$ cat src/design/assert_macros.svh
// assertion macros shared by the servo pulse sequencer rtl
// no dependencies; included by the modules that carry assertions
`ifndef ASSERT_MACROS_SVH
`define ASSERT_MACROS_SVH

// property holds at every clock edge outside reset
`define SVPS_ASSERT_ALWAYS(label, clk, rst, prop, msg) \
   label: assert property (@(posedge clk) disable iff (rst) (prop)) \
      else $error(msg);

// consequent holds at the next clock edge after the antecedent
`define SVPS_ASSERT_NEXT(label, clk, rst, ante, cons, msg) \
   label: assert property (@(posedge clk) disable iff (rst) (ante) |=> (cons)) \
      else $error(msg);

`endif

$ cat src/design/svps_pkg.sv
// shared types, codes and constants of the servo pulse sequencer
// no dependencies; imported by svps_core and servo_pulse_sequencer
package svps_pkg;

   // field widths of one beat
   localparam int CMD_W    = 3;
   localparam int CH_W     = 4;
   localparam int WIDTH_W  = 16;
   localparam int LEVEL_W  = 8;
   localparam int READ_W   = 13;
   localparam int CFG_W    = 12;
   localparam int FSO_W    = 8;
   localparam int TICK_W   = 8;
   localparam int COARSE_W = 5;
   localparam int FINE_W   = 8;
   localparam int CSR_IDX_W = 2;

   // defaults
   localparam int DEF_CHANNELS = 8;
   localparam logic [COARSE_W-1:0] COARSE_RESET = COARSE_W'(11);
   localparam logic [FINE_W-1:0]   FINE_RESET   = FINE_W'(87);
   localparam logic [CFG_W-1:0]    MIN_RESET    = CFG_W'(750);
   localparam logic [CFG_W-1:0]    MAX_RESET    = CFG_W'(2250);
   localparam logic [FSO_W-1:0]    FSO_RESET    = FSO_W'(5);
   localparam logic [CFG_W-1:0]    WIDTH_ADJUST = CFG_W'(8);
   localparam logic [FINE_W-1:0]   FINE_TOP     = FINE_W'(255);

   // command codes
   typedef enum logic [CMD_W-1:0] {
      CMD_TICK   = 3'd0,
      CMD_WRITE  = 3'd1,
      CMD_ATTACH = 3'd2,
      CMD_DETACH = 3'd3,
      CMD_READ   = 3'd4
   } cmd_type;

   // configuration register indexes
   localparam logic [CSR_IDX_W-1:0] CSR_MIN_WIDTH  = 2'd0;
   localparam logic [CSR_IDX_W-1:0] CSR_MAX_WIDTH  = 2'd1;
   localparam logic [CSR_IDX_W-1:0] CSR_FRAME_SYNC = 2'd2;

   // input beat, cmd in the lowest bits
   typedef struct packed {
      logic [WIDTH_W-1:0] width;
      logic [CH_W-1:0]    channel;
      logic [CMD_W-1:0]   cmd;
   } item_type;

   // result beat, pulse_levels in the lowest bits
   typedef struct packed {
      logic               accepted;
      logic               channel_active;
      logic [READ_W-1:0]  read_width;
      logic [LEVEL_W-1:0] pulse_levels;
   } result_type;

   // configuration registers
   typedef struct packed {
      logic [CFG_W-1:0] min_width;
      logic [CFG_W-1:0] max_width;
      logic [FSO_W-1:0] frame_sync_overflows;
   } cfg_type;

   localparam int ITEM_W     = $bits(item_type);
   localparam int RESULT_W   = $bits(result_type);
   localparam int REQ_DATA_W = ((ITEM_W + 7) / 8) * 8;
   localparam int RSP_DATA_W = ((RESULT_W + 7) / 8) * 8;

endpackage

$ cat src/design/svps_core.sv
// pulse timing state and per-beat command logic of the servo pulse sequencer
// depends on svps_pkg and assert_macros.svh
`include "assert_macros.svh"

module svps_core import svps_pkg::*; #(
   parameter int CHANNELS = DEF_CHANNELS
) (
   input  logic       clock,
   input  logic       reset,
   input  logic       step,
   input  item_type   item,
   input  cfg_type    cfg,
   output result_type result
);

   localparam int IDX_W = (CHANNELS > 1) ? $clog2(CHANNELS) : 1;
   localparam logic [CH_W-1:0] LAST_SLOT = CH_W'(CHANNELS);

   // timing state
   logic [TICK_W-1:0]   tick_ff, tick_in;
   logic [FSO_W-1:0]    ovf_ff, ovf_in;
   logic [CH_W-1:0]     slot_ff, slot_in;
   logic [LEVEL_W-1:0]  level_ff, level_in;
   logic [CHANNELS-1:0] active_ff, active_in;

   // per-channel widths
   logic [COARSE_W-1:0] coarse_ff [CHANNELS];
   logic [FINE_W-1:0]   fine_ff [CHANNELS];

   logic                is_tick, ch_ok, slot0, wrap, wr_en;
   logic [CH_W-1:0]     ch_m1, slot_m1, slot_nx;
   logic [IDX_W-1:0]    ch_idx, rd_idx;
   logic [COARSE_W-1:0] coarse_rd, coarse_wr;
   logic [FINE_W-1:0]   fine_rd, fine_wr, reload;
   logic [FSO_W-1:0]    limit, ovf_inc;
   logic [LEVEL_W-1:0]  clr_mask, set_mask, act_lvl;
   logic [LEVEL_W+CHANNELS-1:0] act_ext;
   logic [CFG_W-1:0]    w_cl, w_adj;
   logic [READ_W-1:0]   rd_width;

   // decode and table read, one address per beat
   assign is_tick = (item.cmd == CMD_TICK);
   assign ch_ok   = (item.channel != '0) && (item.channel <= LAST_SLOT);
   assign ch_m1   = item.channel - CH_W'(1);
   assign slot_m1 = slot_ff - CH_W'(1);
   assign ch_idx  = ch_m1[IDX_W-1:0];
   assign rd_idx  = is_tick ? slot_m1[IDX_W-1:0] : ch_idx;
   assign coarse_rd = coarse_ff[rd_idx];
   assign fine_rd   = fine_ff[rd_idx];

   // slot limits, frame sync slot has no fine part
   assign slot0   = (slot_ff == '0);
   assign limit   = slot0 ? cfg.frame_sync_overflows : FSO_W'(coarse_rd);
   assign reload  = slot0 ? '0 : fine_rd;
   assign wrap    = &tick_ff;
   assign ovf_inc = ovf_ff + FSO_W'(1);
   assign slot_nx = (slot_ff == LAST_SLOT) ? '0 : slot_ff + CH_W'(1);

   // level edges at the end of a slot, only for attached channels with a pin bit
   assign act_ext = {{LEVEL_W{1'b0}}, active_ff};
   assign act_lvl = act_ext[LEVEL_W-1:0];
   always_comb begin
      for (int b = 0; b < LEVEL_W; b++) begin
         clr_mask[b] = (slot_ff == CH_W'(b + 1)) && act_lvl[b];
         set_mask[b] = (slot_nx == CH_W'(b + 1)) && act_lvl[b];
      end
   end

   // width clamp and split into coarse count and fine reload
   always_comb begin
      if (item.width < WIDTH_W'(cfg.min_width)) begin
         w_cl = cfg.min_width;
      end else if (item.width > WIDTH_W'(cfg.max_width)) begin
         w_cl = cfg.max_width;
      end else begin
         w_cl = item.width[CFG_W-1:0];
      end
      w_adj = (w_cl >= WIDTH_ADJUST) ? w_cl - WIDTH_ADJUST : '0;
   end
   assign coarse_wr = w_adj[CFG_W-1:CFG_W-COARSE_W];
   assign fine_wr   = FINE_TOP - {w_adj[CFG_W-COARSE_W-1:0], 1'b0};

   // next state
   always_comb begin
      tick_in   = tick_ff;
      ovf_in    = ovf_ff;
      slot_in   = slot_ff;
      level_in  = level_ff;
      active_in = active_ff;
      wr_en     = 1'b0;
      if (step) begin
         case (item.cmd)
            CMD_TICK: begin
               tick_in = tick_ff + TICK_W'(1);
               if (wrap) begin
                  ovf_in = ovf_inc;
                  if (ovf_inc == limit) begin
                     tick_in = reload;
                  end else if (ovf_inc > limit) begin
                     ovf_in   = '0;
                     tick_in  = '0;
                     slot_in  = slot_nx;
                     level_in = (level_ff & ~clr_mask) | set_mask;
                  end
               end
            end
            CMD_WRITE: begin
               wr_en = ch_ok;
            end
            CMD_ATTACH: begin
               if (ch_ok) active_in[ch_idx] = 1'b1;
            end
            CMD_DETACH: begin
               if (ch_ok) active_in[ch_idx] = 1'b0;
            end
            default: begin
            end
         endcase
      end
   end

   // reconstructed width for a read
   always_comb begin
      rd_width = '0;
      if (item.cmd == CMD_READ && ch_ok) begin
         rd_width = {coarse_rd, 7'b0} + READ_W'((FINE_TOP - fine_rd) >> 1)
                  + READ_W'(WIDTH_ADJUST);
      end
   end

   // result of this beat, taken from the state after it
   always_comb begin
      result.pulse_levels   = level_in;
      result.read_width     = rd_width;
      result.channel_active = ch_ok && active_in[ch_idx];
      result.accepted       = is_tick || (ch_ok && (item.cmd <= CMD_READ));
   end

   // timing state registers
   always_ff @(posedge clock) begin
      if (reset) begin
         tick_ff   <= '0;
         ovf_ff    <= '0;
         slot_ff   <= '0;
         level_ff  <= '0;
         active_ff <= '0;
      end else begin
         tick_ff   <= tick_in;
         ovf_ff    <= ovf_in;
         slot_ff   <= slot_in;
         level_ff  <= level_in;
         active_ff <= active_in;
      end
   end

   // width table, 1500 us default in every channel
   always_ff @(posedge clock) begin
      if (reset) begin
         for (int i = 0; i < CHANNELS; i++) begin
            coarse_ff[i] <= COARSE_RESET;
            fine_ff[i]   <= FINE_RESET;
         end
      end else if (wr_en) begin
         coarse_ff[ch_idx] <= coarse_wr;
         fine_ff[ch_idx]   <= fine_wr;
      end
   end

   `SVPS_ASSERT_ALWAYS(a_slot_range, clock, reset, slot_ff <= LAST_SLOT,
      "slot beyond last channel")
   `SVPS_ASSERT_NEXT(a_slot_end_clears, clock, reset,
      step && is_tick && (slot_in != slot_ff), (ovf_ff == '0) && (tick_ff == '0),
      "slot change did not clear the counters")
   `SVPS_ASSERT_NEXT(a_counters_hold, clock, reset, !(step && is_tick),
      $stable(tick_ff) && $stable(ovf_ff) && $stable(slot_ff) && $stable(level_ff),
      "timing state moved without a tick")

endmodule

$ cat src/design/servo_pulse_sequencer.sv
// top level of the servo pulse sequencer: stream ports, csr, input and result stages
// depends on svps_pkg, svps_core and assert_macros.svh
//
// channel   direction  handshake             payload
// req_      in         req_tvalid/tready     req_tdata: cmd, channel, width
// rsp_      out        rsp_tvalid/tready     rsp_tdata: levels, read width, active, accepted
// csr_      in         csr_we (no wait)      csr_index, csr_wdata
//
// one beat per cycle sustained while rsp_tready stays high; a beat waits in the input register
// and its result, set by the single command stage, is registered in the output register or skid
// results sit in an output register with a one-entry skid, so req_tready only
// drops when both are full and the input register holds a beat
// synchronous active-high reset restores default widths, registers and counters
// at once; no clearing pass
`include "assert_macros.svh"

module servo_pulse_sequencer import svps_pkg::*; #(
   parameter int CHANNELS = DEF_CHANNELS
) (
   input  logic                  clock,
   input  logic                  reset,
   // request stream
   input  logic                  req_tvalid,
   output logic                  req_tready,
   input  logic [REQ_DATA_W-1:0] req_tdata,  // cmd[2:0], channel[6:3], width[22:7]
   // response stream
   output logic                  rsp_tvalid,
   input  logic                  rsp_tready,
   output logic [RSP_DATA_W-1:0] rsp_tdata,  // pulse_levels[7:0], read_width[20:8],
                                             // channel_active[21], accepted[22]
   // configuration writes
   input  logic                  csr_we,
   input  logic [CSR_IDX_W-1:0]  csr_index,
   input  logic [CFG_W-1:0]      csr_wdata
);

   cfg_type    cfg_ff;
   item_type   in_item_ff;
   logic       in_valid_ff, in_valid_in;
   result_type out_data_ff, out_data_in, skid_data_ff, skid_data_in, step_result;
   logic       out_valid_ff, out_valid_in, skid_valid_ff, skid_valid_in;
   logic       req_beat, advance, pop;

   // handshakes
   assign advance    = in_valid_ff && !skid_valid_ff;
   assign req_tready = !in_valid_ff || !skid_valid_ff;
   assign req_beat   = req_tvalid && req_tready;
   assign pop        = out_valid_ff && rsp_tready;
   assign in_valid_in = req_beat || (in_valid_ff && !advance);

   // configuration registers
   always_ff @(posedge clock) begin
      if (reset) begin
         cfg_ff.min_width            <= MIN_RESET;
         cfg_ff.max_width            <= MAX_RESET;
         cfg_ff.frame_sync_overflows <= FSO_RESET;
      end else if (csr_we) begin
         case (csr_index)
            CSR_MIN_WIDTH:  cfg_ff.min_width            <= csr_wdata;
            CSR_MAX_WIDTH:  cfg_ff.max_width            <= csr_wdata;
            CSR_FRAME_SYNC: cfg_ff.frame_sync_overflows <= csr_wdata[FSO_W-1:0];
            default: begin
            end
         endcase
      end
   end

   // input register
   always_ff @(posedge clock) begin
      if (reset) begin
         in_valid_ff <= 1'b0;
      end else begin
         in_valid_ff <= in_valid_in;
      end
   end

   always_ff @(posedge clock) begin
      if (req_beat) begin
         in_item_ff <= req_tdata[ITEM_W-1:0];
      end
   end

   // command stage
   svps_core #(
      .CHANNELS (CHANNELS)
   ) u_core (
      .clock  (clock),
      .reset  (reset),
      .step   (advance),
      .item   (in_item_ff),
      .cfg    (cfg_ff),
      .result (step_result)
   );

   // output register and skid entry
   always_comb begin
      out_valid_in  = out_valid_ff;
      out_data_in   = out_data_ff;
      skid_valid_in = skid_valid_ff;
      skid_data_in  = skid_data_ff;
      if (!out_valid_ff || pop) begin
         out_valid_in  = skid_valid_ff || advance;
         out_data_in   = skid_valid_ff ? skid_data_ff : step_result;
         skid_valid_in = 1'b0;
      end else if (advance) begin
         skid_valid_in = 1'b1;
         skid_data_in  = step_result;
      end
   end

   always_ff @(posedge clock) begin
      if (reset) begin
         out_valid_ff  <= 1'b0;
         skid_valid_ff <= 1'b0;
      end else begin
         out_valid_ff  <= out_valid_in;
         skid_valid_ff <= skid_valid_in;
      end
   end

   always_ff @(posedge clock) begin
      out_data_ff  <= out_data_in;
      skid_data_ff <= skid_data_in;
   end

   assign rsp_tvalid = out_valid_ff;
   assign rsp_tdata  = {(RSP_DATA_W - RESULT_W)'(0), out_data_ff};

   `SVPS_ASSERT_ALWAYS(a_skid_behind_out, clock, reset, !skid_valid_ff || out_valid_ff,
      "skid entry held with empty output register")
   `SVPS_ASSERT_NEXT(a_req_lands, clock, reset, req_beat, in_valid_ff,
      "accepted request beat not held in the input register")
   `SVPS_ASSERT_NEXT(a_step_lands, clock, reset, advance,
      out_valid_ff && (!$past(out_valid_ff && !pop) || skid_valid_ff),
      "processed beat lost between the command stage and the output")

endmodule
$ cat config.mk
export PLATFORM = sky130hd
export DESIGN_NAME = servo_pulse_sequencer
export DESIGN_NICKNAME = d
export VERILOG_FILES = /design/src/design/svps_pkg.sv /design/src/design/svps_core.sv /design/src/design/servo_pulse_sequencer.sv
export VERILOG_INCLUDE_DIRS = /design/src /design/src/design
export SDC_FILE = /design/constraint.sdc
export NUM_CORES = 1
export LEC_CHECK = 0
export BUFFER_PORTS_ARGS = -buffer_cell sky130_fd_sc_hd__buf_2
export CAP_MARGIN = 20
export CORE_MARGIN = 1
export CORE_UTILIZATION = 45
export CTS_CLUSTER_DIAMETER = 30
export CTS_CLUSTER_SIZE = 24
export DETAILED_ROUTE_END_ITERATION = 7
export HOLD_SLACK_MARGIN = 0.1
export PLACE_DENSITY = 0.69
export REMOVE_ABC_BUFFERS = 1
export SETUP_SLACK_MARGIN = 0.15
export SKIP_CTS_REPAIR_TIMING = 1
export SYNTH_ARGS = -nofsm -noshare
export SYNTH_HDL_FRONTEND = slang
export SYNTH_SLANG_ARGS = --single-unit
$ cat constraint.sdc
create_clock -name clock -period 7.3 [get_ports clock]
set_input_delay 1.46 -clock clock [delete_from_list [all_inputs] [get_ports clock]]
set_output_delay 1.46 -clock clock [all_outputs]
set_load 0.005 [all_outputs]
# Yosys cells after proc, flatten, opt, wreduce, memory -nomap -nowiden
# Memory sizes are Yosys's and may differ from the RTL's.
# Index checks and enable logic that the tools add are counted.
[totals] register_bits=140 latchBits=0 ram_bits=104 mem_bits_ro=0 elab_cells=162 mem_count=2
[op_classes] add_sub_neg=10 multipliers=0 n_div=0 n_lt_le_gt_ge=8 n_eq_ne=23 shifts=0 muxes=40 bitwise=8 n_reduce_logical=49
[mem_list] name="u_core.fine_ff" depth=8 width=8 read_ports=1 rd_clocked_by_memory_dff=0 wr=8 line_no="svps_core.sv:28" source="logic [FINE_W-1:0] fine_ff [CHANNELS];"
[mem_list] name="u_core.coarse_ff" depth=8 width=5 read_ports=1 rd_clocked_by_memory_dff=0 wr=8 line_no="svps_core.sv:27" source="logic [COARSE_W-1:0] coarse_ff [CHANNELS];"
[op_table] op="$mux 8" count=16
[op_table] op="$mux 12" count=3
[op_table] op="$eq 4x3->1 const B" count=8
[op_table] op="$logic_and 1x1->1" count=25
[op_table] op="$mux 23" count=1
[op_table] op="$add 8x1->8 const B" count=2
[op_table] op="$and 8x8->8" count=2
[op_table] op="$eq 4x2->1 const B" count=4
[op_table] op="$gt 16x12->1" count=1
[op_table] op="$lt 16x12->1" count=1
[op_table] op="$not 8->8" count=2
[op_table] op="$or 8x8->8" count=2
[op_table] op="$pmux 8 s2" count=1
[op_table] op="$add 12x12->13" count=1
[op_table] op="$add 13x4->13 const B" count=1
[op_table] op="$mux 13" count=1
[op_table] op="$ge 12x4->1 const B" count=1
[op_table] op="$reduce_and 12->1" count=1
[op_table] op="$sub 12x4->12 const B" count=1
[op_table] op="$mux 1" count=11
[op_table] op="$reduce_and 10->1" count=1
[op_table] op="$reduce_and 2->1" count=5
[op_table] op="$mux 3" count=3
[op_table] op="$sub 8x8->9 const A" count=1
[op_table] op="31 further kinds" count=43

# Depth between registers and ports, before layout
# Gate-level depths: netlist of run 1.
[depth] ltp_word=14 depth_mapped=19 mapped_depth_nobuf=17

# Modules after synthesis
# From an unflattened synthesis of run 1, not the netlist that was laid out.
[hier_totals] hier_cells=1161 area_unflattened_um2=11957.7
[by_module_without_submodules] mod="svps_core" instances=1 cells_each=920 area_per_inst_um2=8130.3 seq_area_each_um2=3603.5
[by_module_without_submodules] mod="servo_pulse_sequencer" instances=1 cells_each=241 area_per_inst_um2=3827.4 seq_area_each_um2=2772.7

# Worst setup path before layout of run 1
# Ideal clock, no wire load.
[synth_path] path_kind="flip-flop to flip-flop" startpoint="register u_core.slot_ff[0]" endpoint="register out_data_ff, in the netlist rsp_tdata[2] (data pin)" setup_time_ns=0.260 arrival_time_ns=4.268 required_ns=7.040 slack_ns=2.772 stages_incl_launch_ff=20 period_less_slack_ns=4.528 cell_sequence="dfxtp_1 > clkbuf_1 > inv_1 > ha_1 > mux2i_1 > buf_4 > buf_4 > mux2i_1 > a211oi_1 > a21o_1 > mux2i_1 > ha_1 > o21a_1 > nor2_1 > a211o_1 > a211oi_1 > buf_2 > nand4_1 > a32o_1 > mux2_2"
[synth_lines] item="start: declaration" line_no="svps_core.sv:22" source="logic [CH_W-1:0] slot_ff, slot_in;"
[synth_lines] item="start signal: assignment" line_no="svps_core.sv:150" source="slot_ff <= slot_in;"
[synth_lines] item="end signal: assignment" line_no="servo_pulse_sequencer.sv:122" source="out_data_ff <= out_data_in;"
[synth_lines] item="end: declaration" line_no="servo_pulse_sequencer.sv:40" source="result_type out_data_ff, out_data_in, skid_data_ff, skid_data_in, step_result;"

==> impl_metrics.tcl, run 1 <==
set metrics [dict create \
    fin_hold_ws_ps 476 \
    crit_fanout 14 \
    io_pins 69 \
    drv_cap 0 \
    yosysMostFrequentCell "edfxtp_1" \
    synth_area_um2 12100 \
    powerDensity_nw_per_um2 263 \
    period_share_pct 76.0 \
    avgViaCountPerCell 5.61 \
    cts_tree "yes" \
    place_congestion 0.856 \
    design_area_um2 14200 \
    syn_area_per_cell_um2 10.8 \
    core_um2 26200 \
    crit_buf_inv 2 \
    worstPathCellList "inv_1 -> ha_1 -> xor2_2 -> nor2_1 -> a21oi_2 -> buf_4 -> mux2i_1 -> mux2_2 -> mux2i_1 -> ha_1 -> nor2b_1 -> o21a_1 -> o21ai_0 -> a211o_1 -> a211o_1 -> a211oi_1 -> a32o_1 -> mux2_2" \
    violations "DRC" \
    cpMaxStageDelayCell "edfxtp_1" \
    ys_types 72 \
    cts_root_buf "clkbuf_16" \
    synthArstFlopShare_pct 0 \
    crit_type "reg -> reg" \
    placed_area_um2 12700 \
    ys_seq_area_share_pct 52.8 \
    first_pass_iters 7 \
    swShare_pct 23.6 \
    overflow 0 \
    die_area_um2 27500 \
    required_ps 7720 \
    drtIter0Drc 566 \
    setup.worst_path.start_class "flip-flop" \
    synth_flop_cell "edfxtp_1" \
    dieHeight_um 166 \
    clkPwrFrac_pct 53.2 \
    grt_pass1_vias 8503 \
    p_comb_share_pct 7.1 \
    finalSetupViolations 0 \
    min_period_ps 5540 \
    fmax_ghz 0.180 \
    outcome "finished, violations left" \
    ant_nets 0 \
    synth_edf_count 165 \
    path_clk_slew_ps 50 \
    initial_core_util_pct 46.0 \
    avgRoutedWirePerCell_um 17.7 \
    min_path_type "reg -> reg" \
    htreeDepth 2 \
    net-switching-power_uw 883 \
    critPathCaptureType "flip-flop" \
    antenna_found_initial 0 \
    grtUsageTotal_pct 20.5 \
    synth_top_cell_by_area "edfxtp_1" \
    clock-sinks 236 \
    ys_seq_elements 236 \
    cts_buffers 45 \
    yosys_warnings 0 \
    utilization_pct 54.3 \
    syn_inst 1117 \
    route.detailed.drc 6 \
    row_count 59 \
    dp.cells 1485 \
    finClkSkew_ps 22.0 \
    cpPeakStageDelay_ps 640 \
    grt_max_degree 72 \
    clock_latency_ps 540 \
    rsz0062_at_grt "false" \
    clockBufferDepth 3 \
    layout-drive-gt1-share_pct 17.9 \
    leakagePower_uw 0.00544 \
    ir_worst_vdd_mv 0.168 \
    route.vias.total 8808 \
    arrival_ps 5960 \
    synth_top_cell_area_share_pct 41.1 \
    routed_wl_um 27900 \
    cp_top_family "compound AO/OA/AOI/OAI gates" \
    synth_area_leaders "edfxtp_1, dfxtp_1, mux2i_1, ha_1, nor2_1" \
    finalHoldViolCount 0 \
    port_buffers 66 \
    synth_commonest_cells "edfxtp_1, nor2_1, nand2_1" \
    die_x_um 166 \
    internal_power_uw 2860 \
    maxSlewViolCount 0 \
    nets 1283 \
    antenna_cells 0 \
    area_growth_pct 17.9 \
    finalNonFillerCells 1570 \
    tightest_slew_ps 925 \
    grt_pass1_wl_um 44900 \
    pwr-share-seq_pct 39.8 \
    finalSetupTns_ps 0 \
    hpwl_um 19100 \
    slew_headroom_pct 38.1 \
]
## final timing paths
check	start	end	slack (ps)	cells after the start
worst min register to register	u_core.ovf_ff[1]	u_core.ovf_ff[1]	480	2
worst max-delay path	in_item_ff[3]	rsp_tdata[2]	1760	18
worst min-delay path	u_core.ovf_ff[1]	u_core.ovf_ff[1]	480	2
worst max register to register	in_item_ff[3]	rsp_tdata[2]	1760	18
## cells in the final DEF (no fill, tap or decap), types with 7 or more instances in the layout
cell type / instances
inv_1: 39
nand3_1: 25
a21oi_1: 67
xor2_1: 7
nand2_1: 124
clkbuf_16: 45
mux2i_1: 75
nand4_1: 22
mux2_2: 21
o21ai_0: 22
a211oi_1: 24
nor3_1: 42
edfxtp_1: 165
a21o_1: 9
clkinv_2: 8
nand3b_1: 11
ha_1: 41
xnor2_1: 9
nand2b_1: 14
nor2_1: 125
dfxtp_1: 71
buf_2: 66
a211o_1: 14
or2_2: 10
and3_1: 12
o31ai_1: 10
clkbuf_1: 7
buf_4: 11
a32o_1: 7
nor2b_1: 22
## per-stage QoR
stage               worst slack, ps  power, uW
floorplan                      24.4       1680
global placement               1960       1770
detailed placement             1860       1770
CTS                            1840       3770
global route                   1410       3860
finish                         1760       3740
## worst reg2reg max path: stages, from the launching register on
cell	delay (ps)
edfxtp_1	640
inv_1	170
ha_1	290
xor2_2	360
nor2_1	100
a21oi_2	640
buf_4	390
mux2i_1	210
mux2_2	260
mux2i_1	110
ha_1	300
nor2b_1	130
o21a_1	110
o21ai_0	70
a211o_1	310
a211o_1	410
a211oi_1	450
a32o_1	320
mux2_2	170
## cells by family (layout without fill, tap and decap cells)
kind of cell,Yosys count,after routing,synth area share [%]
mux,103,103,9.28
fa+ha+maj,41,41,4.25
compound gates,196,196,11.3
flops,236,236,52.8
xor+xnor,18,18,1.43
other cells,1,1,0.0311
buf+inv,84,202,3.25
simple gates,438,438,17.6
## registers in the layout (all words and copies together), names as in the netlist
register and flops:
u_core.ovf_ff 8, u_core.fine_ff 56, rsp_tvalid 1, u_core.act_lvl 8, skid_data_ff 23, in_item_ff 23, u_core.level_ff 8, rsp_tdata 23
cfg_ff 32, u_core.tick_ff 8, u_core.slot_ff 4, in_valid_ff 1, skid_valid_ff 1, u_core.coarse_ff 40
## power groups by stage
stage,clock network [uW],registers [uW],logic [uW]
6_report,1990,1490,264
5_1_grt,2080,1490,288
4_1_cts,2020,1490,262
3_5_place_dp,0,1510,260
3_3_place_gp,0,1510,256
2_1_floorplan,0,1510,171
## cell type report
type / instances / area [um^2]
clock buffers: 57 / 1220
clock inverters: 26 / 272
fillers: 2161 / 12000
inverters: 39 / 146
multi-input cells: 797 / 5330
flip-flops and latches: 236 / 6380
well taps: 335 / 419
repair buffers: 80 / 463
## layer usage
metal,global-route usage (%),up-vias,part of all wire (%)
met5,0,-,0
met4,6.66,0,2.1
met1,27.4,4200,45
li1,-,4291,-
met2,33.6,269,47
met3,3.91,48,5.7
Note: power is estimated with default switching activity, not from simulation.
==> inputs of run 2 (changes only) <==
Settings changed: ABC_AREA set to 1.
Clock period 7.3 ns to 5.8 ns, I/O delays scaled along.
==> run 2 against run 1 <==
Net effect:
- setup slack worse by 750 ps
- utilization is 1.2 points higher
- largest cell class unchanged
- the flow now finishes without violations
- non-clock buffer count is 1 lower
- first-iteration DRC count increased by 31%
- combinational power up 45%
==> impl_metrics.tcl, run 2 <==
set metrics [dict create \
    outcome "completed" \
    first_pass_iters 5 \
    synth_flop_cell "edfxtp_1" \
    die_area_um2 26900 \
    overflow 0 \
    layout-drive-gt1-share_pct 15.1 \
    internal_power_uw 3940 \
    nets 1504 \
    regArea_um2 6380 \
    route.vias.total 9298 \
    yosys_warnings 0 \
    ys_seq_area_share_pct 54.0 \
    place_congestion 0.867 \
    layout_commonest_cell "nand2_1" \
    finalSetupTns_ps 0 \
    top_regs "u_core.fine_ff (56), u_core.coarse_ff (40), cfg_ff (32)" \
    core_um2 25500 \
    fmax_ghz 0.208 \
    highest_layer "met4" \
    p_comb_share_pct 7.4 \
    arrival_ps 5080 \
    hpwl_um 18400 \
    crit_type "reg -> reg" \
    grtUsageTotal_pct 21.2 \
    syn_area_per_cell_um2 8.89 \
    ir_worst_vdd_mv 0.258 \
    swShare_pct 23.6 \
    min_path_cells 2 \
    dp.cells 1700 \
    net-switching-power_uw 1220 \
    utilization_pct 55.5 \
    maxSlewViolCount 0 \
    finClkSkew_ps 36.0 \
    synthArstFlopShare_pct 0 \
    met3_length_um 1710 \
    row_count 58 \
    synth_top_cell_by_area "edfxtp_1" \
    pwr-share-seq_pct 36.2 \
    clkPwrFrac_pct 56.3 \
    cts_root_buf "clkbuf_16" \
    fin_hold_ws_ps 476 \
    finalSetupViolations 0 \
    antenna_cells 0 \
    ant_nets 0 \
    critPathCaptureType "flip-flop" \
    routed_wl_um 27200 \
    min_path_type "reg -> reg" \
    synth_edf_count 165 \
    cts_tree "yes" \
    largest_register_ff_count 56 \
    grt_pass1_wl_um 44700 \
    area_growth_pct 19.8 \
    fill_cells 2218 \
    port_buffers 66 \
    period_share_pct 82.7 \
    reg2regPathDepth 22 \
    grt_max_degree 50 \
    slew_headroom_pct 34.7 \
    synth_commonest_cells "nand2_1, edfxtp_1, nor2_1" \
    yosysMostFrequentCell "nand2_1" \
    drt-met1-wl_um 11900 \
    path_clk_slew_ps 50 \
    multi_input_area_um2 4660 \
    layout_common_cells "nand2_1, edfxtp_1, nor2_1" \
    syn_inst 1329 \
    powerDensity_nw_per_um2 365 \
    r2r_slack_ps 1000 \
    synth_area_um2 11800 \
    leakagePower_uw 0.00584 \
    dieHeight_um 164 \
    io_pins 69 \
    min_period_ps 4800 \
    finalNonFillerCells 1789 \
    ys_seq_elements 236 \
    grt_pass1_vias 8985 \
    clockBufferDepth 3 \
    clock-sinks 236 \
    synth_top_cell_area_share_pct 41.9 \
    clock_latency_ps 560 \
    avgViaCountPerCell 5.20 \
    htreeDepth 2 \
    wl_met2_um 12900 \
    die_x_um 164 \
    initial_core_util_pct 46.4 \
    setup.worst_path.start_class "flip-flop" \
    tightest_slew_ps 973 \
    antenna_found_initial 0 \
    rsz0062_at_grt "false" \
    regMostFlops "u_core.fine_ff" \
    finalHoldViolCount 0 \
    design_area_um2 14100 \
    cts_buffers 48 \
    avgRoutedWirePerCell_um 15.2 \
    drv_cap 0 \
    drtIter0Drc 743 \
    ys_types 49 \
    route.detailed.drc 0 \
    placed_area_um2 12400 \
    required_ps 6080 \
    crit_fanout 24 \
    synth_area_leaders "edfxtp_1, dfxtp_1, nand2_1, nor2_1, ha_1" \
]
==> run 2: changes by cell type after synthesis, sizes merged, moves of 18 or more <==
| cell | previous run | this run |
|---|---|---|
| nor3 | 43 | 12 |
| mux2i | 79 | 0 |
| nand4 | 22 | 4 |
| mux2 | 21 | 0 |
| inv | 39 | 142 |
| nand3 | 25 | 91 |
| nor2 | 127 | 154 |
| o21ai | 23 | 108 |
| a211oi | 28 | 4 |
| nand2 | 125 | 366 |
| nor2b | 22 | 0 |
==> run 2: worst max-delay path: stages (launching register included) <==
cell and delay [ps]:
edfxtp_1 430, inv_1 170, ha_1 400, inv_1 110, nand2_2 110, o21ai_4 70
inv_2 360, nand2_1 110, o21ai_1 210, nand2_1 80, o21ai_1 300, inv_1 170
nand2_1 90, o21ai_0 90, ha_1 280, nand2_1 60, o21a_1 180, o21ai_0 300
nand2_1 170, nor2_4 180, nand3_1 180, o21ai_0 370, a31oi_1 130
==> run 2: logic make-up after synthesis <==
kind of cell / count (synthesis) / share of synthesized area [%]
DFF: 236 / 54.0
AOI/OAI and AO/OA: 215 / 10.5
and+or+nand+nor: 638 / 23.3
adders and majority gates: 41 / 4.34
buffers and inverters: 181 / 6.63
other: 1 / 0.0317
xor gates and xnor gates: 17 / 1.26
==> run 2: per-layer routing <==
layer | up-vias | track usage [%]
li1 | 4653 | -
met1 | 4308 | 26.9
met2 | 281 | 36.0
met3 | 56 | 3.69
met4 | 0 | 8.08
met5 | - | 0
==> run 2: path summary, 6_finish.rpt <==
path            startpoint      endpoint
max          in_item_ff[3]  rsp_tdata[5]
min              cfg_ff[1]     cfg_ff[1]
max reg2reg  in_item_ff[3]  rsp_tdata[5]
min reg2reg      cfg_ff[1]     cfg_ff[1]
==> run 2: final cells by class <==
class                      count  area share, %
sequential                   236           45.1
multi-input combinational    912           32.9
clock buffer                  54           8.94
inverter                     143           3.81
clock inverter                35           3.25
timing repair buffer          79           3.08
tap                          330           2.92
==> run 2: power by group through the flow <==
stage	Combinational (uW)	Clock, uW	Sequential, uW
floorplan	245	0	1900
finish	383	2910	1870
CTS	380	2940	1870
global route	428	3020	1870
global placement	367	0	1900
detailed placement	376	0	1900
==> run 2: through the flow <==
stage / power, uW / setup slack [ps]
3_5_place_dp: 2280 / 1070
5_1_grt: 5320 / 624
6_report: 5160 / 1000
4_1_cts: 5180 / 1060
3_3_place_gp: 2270 / 1150
2_1_floorplan: 2140 / 1890
